`config.mk`:
```
export PLATFORM = sky130hd
export DESIGN_NAME = sbkt_ram
export DESIGN_NICKNAME = d
export VERILOG_FILES = /design/src/blocked_sorted_key_table_defines.svh /design/src/sbkt_ram.sv
export SDC_FILE = /design/constraint.sdc
export NUM_CORES = 1
export LEC_CHECK = 0
export BUFFER_PORTS_ARGS = -buffer_cell sky130_fd_sc_hd__buf_2
export CORE_ASPECT_RATIO = 0.6
export CORE_MARGIN = 3
export CORE_UTILIZATION = 30
export DETAILED_ROUTE_END_ITERATION = 16
export MAX_ROUTING_LAYER = met4
export SLEW_MARGIN = 20
export SYNTH_ARGS = -nofsm -noshare
export SYNTH_HDL_FRONTEND = slang
export SYNTH_SLANG_ARGS = --single-unit
```
`constraint.sdc`:
```
create_clock -name clock -period 1.2 [get_ports clock]
set_input_delay 0.24 -clock clock [delete_from_list [all_inputs] [get_ports clock]]
set_output_delay 0.24 -clock clock [all_outputs]
set_load 0.01 [all_outputs]
```
`src/blocked_sorted_key_table_defines.svh`:
```
// ----------------------------------------------------------------------------
// blocked sorted key table assertion macros
// concurrent assertion helpers, empty bodies when building for synthesis
// ----------------------------------------------------------------------------
`ifndef BLOCKED_SORTED_KEY_TABLE_DEFINES_SVH
`define BLOCKED_SORTED_KEY_TABLE_DEFINES_SVH

`ifndef SYNTHESIS
// checked on every clock edge outside reset
`define SBKT_ASSERT(label, prop) \
   label: assert property (@(posedge clock) disable iff (reset) prop) \
      else $error("sbkt assertion failed");
// checked on every clock edge, reset included
`define SBKT_ASSERT_ALWAYS(label, prop) \
   label: assert property (@(posedge clock) prop) \
      else $error("sbkt assertion failed");
`else
`define SBKT_ASSERT(label, prop)
`define SBKT_ASSERT_ALWAYS(label, prop)
`endif

`endif

```
`src/sbkt_ram.sv`:
```
// ----------------------------------------------------------------------------
// sbkt_ram
// simple dual port memory, one write and one registered read per cycle
// ----------------------------------------------------------------------------
module sbkt_ram #(
   parameter int WIDTH = 8,
   parameter int DEPTH = 2,
   parameter int AW    = 1
) (
   input  logic             clock,
   input  logic             we,
   input  logic [AW-1:0]    waddr,
   input  logic [WIDTH-1:0] wdata,
   input  logic [AW-1:0]    raddr,
   output logic [WIDTH-1:0] rdata
);

   logic [WIDTH-1:0] mem [DEPTH];
   logic [WIDTH-1:0] rdata_ff;

   always_ff @(posedge clock) begin
      if (we) begin
         mem[waddr] <= wdata;
      end
      rdata_ff <= mem[raddr];
   end

   assign rdata = rdata_ff;

endmodule

```
# Yosys cells after proc, flatten, opt, wreduce, memory -nomap -nowiden
# Memories as Yosys holds them, arrays and structs flattened. A register that Yosys moved wholly into a read port is not among the register bits.
# Cells that the tools add are included.
[totals]
reg_bits = 0
mem_bits_rw = 16
elab_cells = 3
memories = 1
output_inout_bits = 8
input_bits = 12
[memory_table]
columns = ["name", "words", "width", "read_ports", "rd_clocked_by_memory_dff", "write_ports", "line", "source"]
rows = [
  ["mem", 2, 8, 1, 1, 1, "sbkt_ram.sv:18", "logic [WIDTH-1:0] mem [DEPTH];"],
]
[classes]
mux = 2
[ops]
columns = ["op", "count"]
rows = [
  ["$mux 1", 2],
]

# Longest topological paths before layout
[depth]
ltp_word = 2
depth_mapped = 2
depth_no_buf = 1

# Worst setup path before layout
# Ideal clock, no wire load.
[synth_timing]
kind = "input to register"
start = "input port we"
end = "memory mem[0][0] (enable)"
setup_ns = 0.373
cell_stages = 1
t_arrival_ns = 0.660
path_buffers = 0
t_required_ns = 0.827
setup_slack_ns = 0.167
path_cell_list = "nor2b_1"
[synth_between]
elab_chain_cells = 2
[synth_rtl]
columns = ["element", "line", "source"]
rows = [
  ["start: declaration", "sbkt_ram.sv:11", "input logic we,"],
  ["$mux 1", "sbkt_ram.sv:22", "if (we) begin"],
  ["$mux 1 (implied by the code)", "sbkt_ram.sv:23", "mem[waddr] <= wdata;"],
  ["end: declaration", "sbkt_ram.sv:18", ""],
]
# Every way passes these cells.

# Worst setup path after layout
[layout_timing]
start = "register rdata_ff[6] (netlist: rdata[6]) (read register of mem)"
end = "output port rdata[6]"
[layout_rtl]
columns = ["element", "line", "source"]
rows = [
  ["start: declaration", "sbkt_ram.sv:19", "logic [WIDTH-1:0] rdata_ff;"],
  ["end: declaration", "sbkt_ram.sv:15", "output logic [WIDTH-1:0] rdata"],
]
# No word-level cell between the ends.

==> metrics.cfg <==
[outcome]
status=finished clean

[timing]
rsz0062_at_grt=no
fin_crit_sh_pct=77.49
hold_viol=0
setup_tns_ns=0
finalMaxSlewViolations=0
setup-violations-final=0
slew_headroom_pct=75.67
whs_ns=0.1693
skew_ns=0.001543
post-route-min-period_ns=0.9299
tightest_slew_ns=0.3649
max_freq_mhz=1075

[worst_setup_path]
critPathBufInv=1
crit_path_max_fanout=1
end_kind=primary output
path_delay_family=flip-flops
cp_slowest_stage_delay_ns=0.31
worstPathRequired_ns=0.96
critical_path.slowest_cell=dfxtp_1
worstPathArrival_ns=0.69
crit_type=register to primary output
r2r_slack_ns=0.44
ff2ff_path_depth=1
cp_cell_sequence=buf_2
r2r-start=mem[0][2]$_DFFE_PP_
cp-start-kind=register
r2r-end=rdata[2]$_DFF_P_

[min_path]
hold-path-cell-count=1
hp-start=wdata[0]
hp-class=input pin to register
min_to=mem[0][0]$_DFFE_PP_

[global_route]
grt_usage_pct=7.186
first_global_vias=340
grt_remaining_overflow=0
grt_start_max_net_pins=15
grt_first_pass_wirelength_um=1552
antenna_found_initial=0

[route]
drt-initial-drc-count=38
vias_per_cell=3.909
ant_nets=0
drt_wl_total_um=1011
post_drt_wl_per_cell_um=11.49
drc=0
vias=344
drt-pass1-iter-count=2

[cells_and_area]
drive_above_1_share_pct=55.17
fin_nets=71
diodes=0
syn2layout_area_growth_pct=25.52

[die]
row_count=13
core-area_um2=2326
dieArea_um2=3285
fp.dieW_um=72.02
io_pins=20
initial_utilization_pct=33.73
die_h_um=45.61

[logic_synthesis]
syn_nets=47
synth_top_cell_area_share_pct=61.24
yosys.area.top_type=edfxtp_1
synth.yosys.seq_area_share_pct=81.66
yosys-top-cells-area=edfxtp_1, dfxtp_1, mux2_4
synth_most_common_cell=edfxtp_1
ys_top_cells_by_count=edfxtp_1, dfxtp_1, mux2_4
syn_area_per_cell_um2=22.41
netlist_area_um2=784.5
synthArstFlopShare_pct=0
synth-edff-count=16
ys_seq_elements=24
synth_warnings=0
synth_cell_types=6
synth_top_flop_cell=edfxtp_1
syn_inst=35

[power]
combPwrFrac_pct=6.9
powerDensity_nw_per_um2=1780
clkPwrFrac_pct=38.3
p_leak_nw=0.4038
vdd_drop_max_uv=480.6
p_int_mw=1.460
swShare_pct=16.72
seq_power_share_pct=54.8
p_sw_mw=0.2931

[clock_tree]
numCtsBuffers=3
cts_buffer_depth=2
cts.sinks=24
root_buffer=clkbuf_8
cts.repair.resized=0
clk_latency_ns=0.26
hold_buffers=0
post-cts-setup-buffers=0
clkTransAtPathRegs_ns=0.08
h-tree-depth=1
cts_tree=done

[placed_design]
gp_congestion=0.6738
portBuffers=19

[flow_run]
drv_cap=0

-- routing by layer --
layer / share of wire (%) / global-route usage, % / vias up / routed length [um]
li1: - / - / 174 / -
met1: 42 / 7.906 / 155 / 423
met2: 49 / 10.58 / 13 / 491
met3: 7.6 / 4.185 / 2 / 77
met4: 1.9 / 3.371 / 0 / 19
met5: 0 / - / - / 0
-- worst max-delay path by stage --
| stage | from | endpoint | slack [ns] | cells after the start |
|---|---|---|---|---|
| floorplan | we | mem[0][0]$_DFFE_PP_ | 0.17 | 1 |
| global placement | waddr | mem[1][5]$_DFFE_PP_ | 0.20 | 2 |
| detailed placement | waddr | mem[1][5]$_DFFE_PP_ | 0.18 | 2 |
| CTS | rdata[0]$_DFF_P_ | rdata[0] | 0.25 | 1 |
| global route | rdata[4]$_DFF_P_ | rdata[4] | 0.22 | 1 |
| finish | rdata[6]$_DFF_P_ | rdata[6] | 0.27 | 1 |
-- cells in the final DEF (no fill, tap or decap), drive strengths merged --
cell,instances
edfxtp,16
clkbuf,3
buf,20
mux2,8
dfxtp,8
nor2b,1
bufinv,1
and2,1
-- state kept, by name, indices dropped and copies added (netlist names) --
signal,cells
mem,16
rdata,8
-- kinds of logic after synthesis --
| family | Yosys count | synth area share (%) |
|---|---|---|
| buffers and inverters | 1 | 1.435 |
| and+or+nand+nor | 2 | 1.596 |
| muxes | 8 | 15.31 |
| DFF | 24 | 81.66 |
-- cell type report --
cell class	instances	area, um^2
clock buffers	3	41.29
fillers	213	1341
multi-input cells	10	132.6
clock inverters	1	30.03
flip-flops and latches	24	640.6
well taps	30	37.54
repair buffers	20	102.6
-- metrics by stage --
stage,instance area (um^2),cells,util (%),power [mW],worst slack (ns)
floorplan,784.5,35,-,1.049,0.1666
global placement,913.4,84,39.27,1.100,0.1968
detailed placement,913.4,84,39.27,1.104,0.1811
CTS,984.7,88,42.33,1.775,0.2550
global route,984.7,88,42.33,1.841,0.2232
finish,984.7,88,42.33,1.753,0.2701
-- power groups by stage --
stage	clock, mW	combinational [mW]	sequential [mW]
after floorplan	0	0.0569	0.992
after global placement	0	0.122	0.978
after detailed placement	0	0.124	0.981
after CTS	0.690	0.124	0.961
after global routing	0.743	0.132	0.966
final	0.671	0.121	0.960
(Power assumes the default switching activity.)
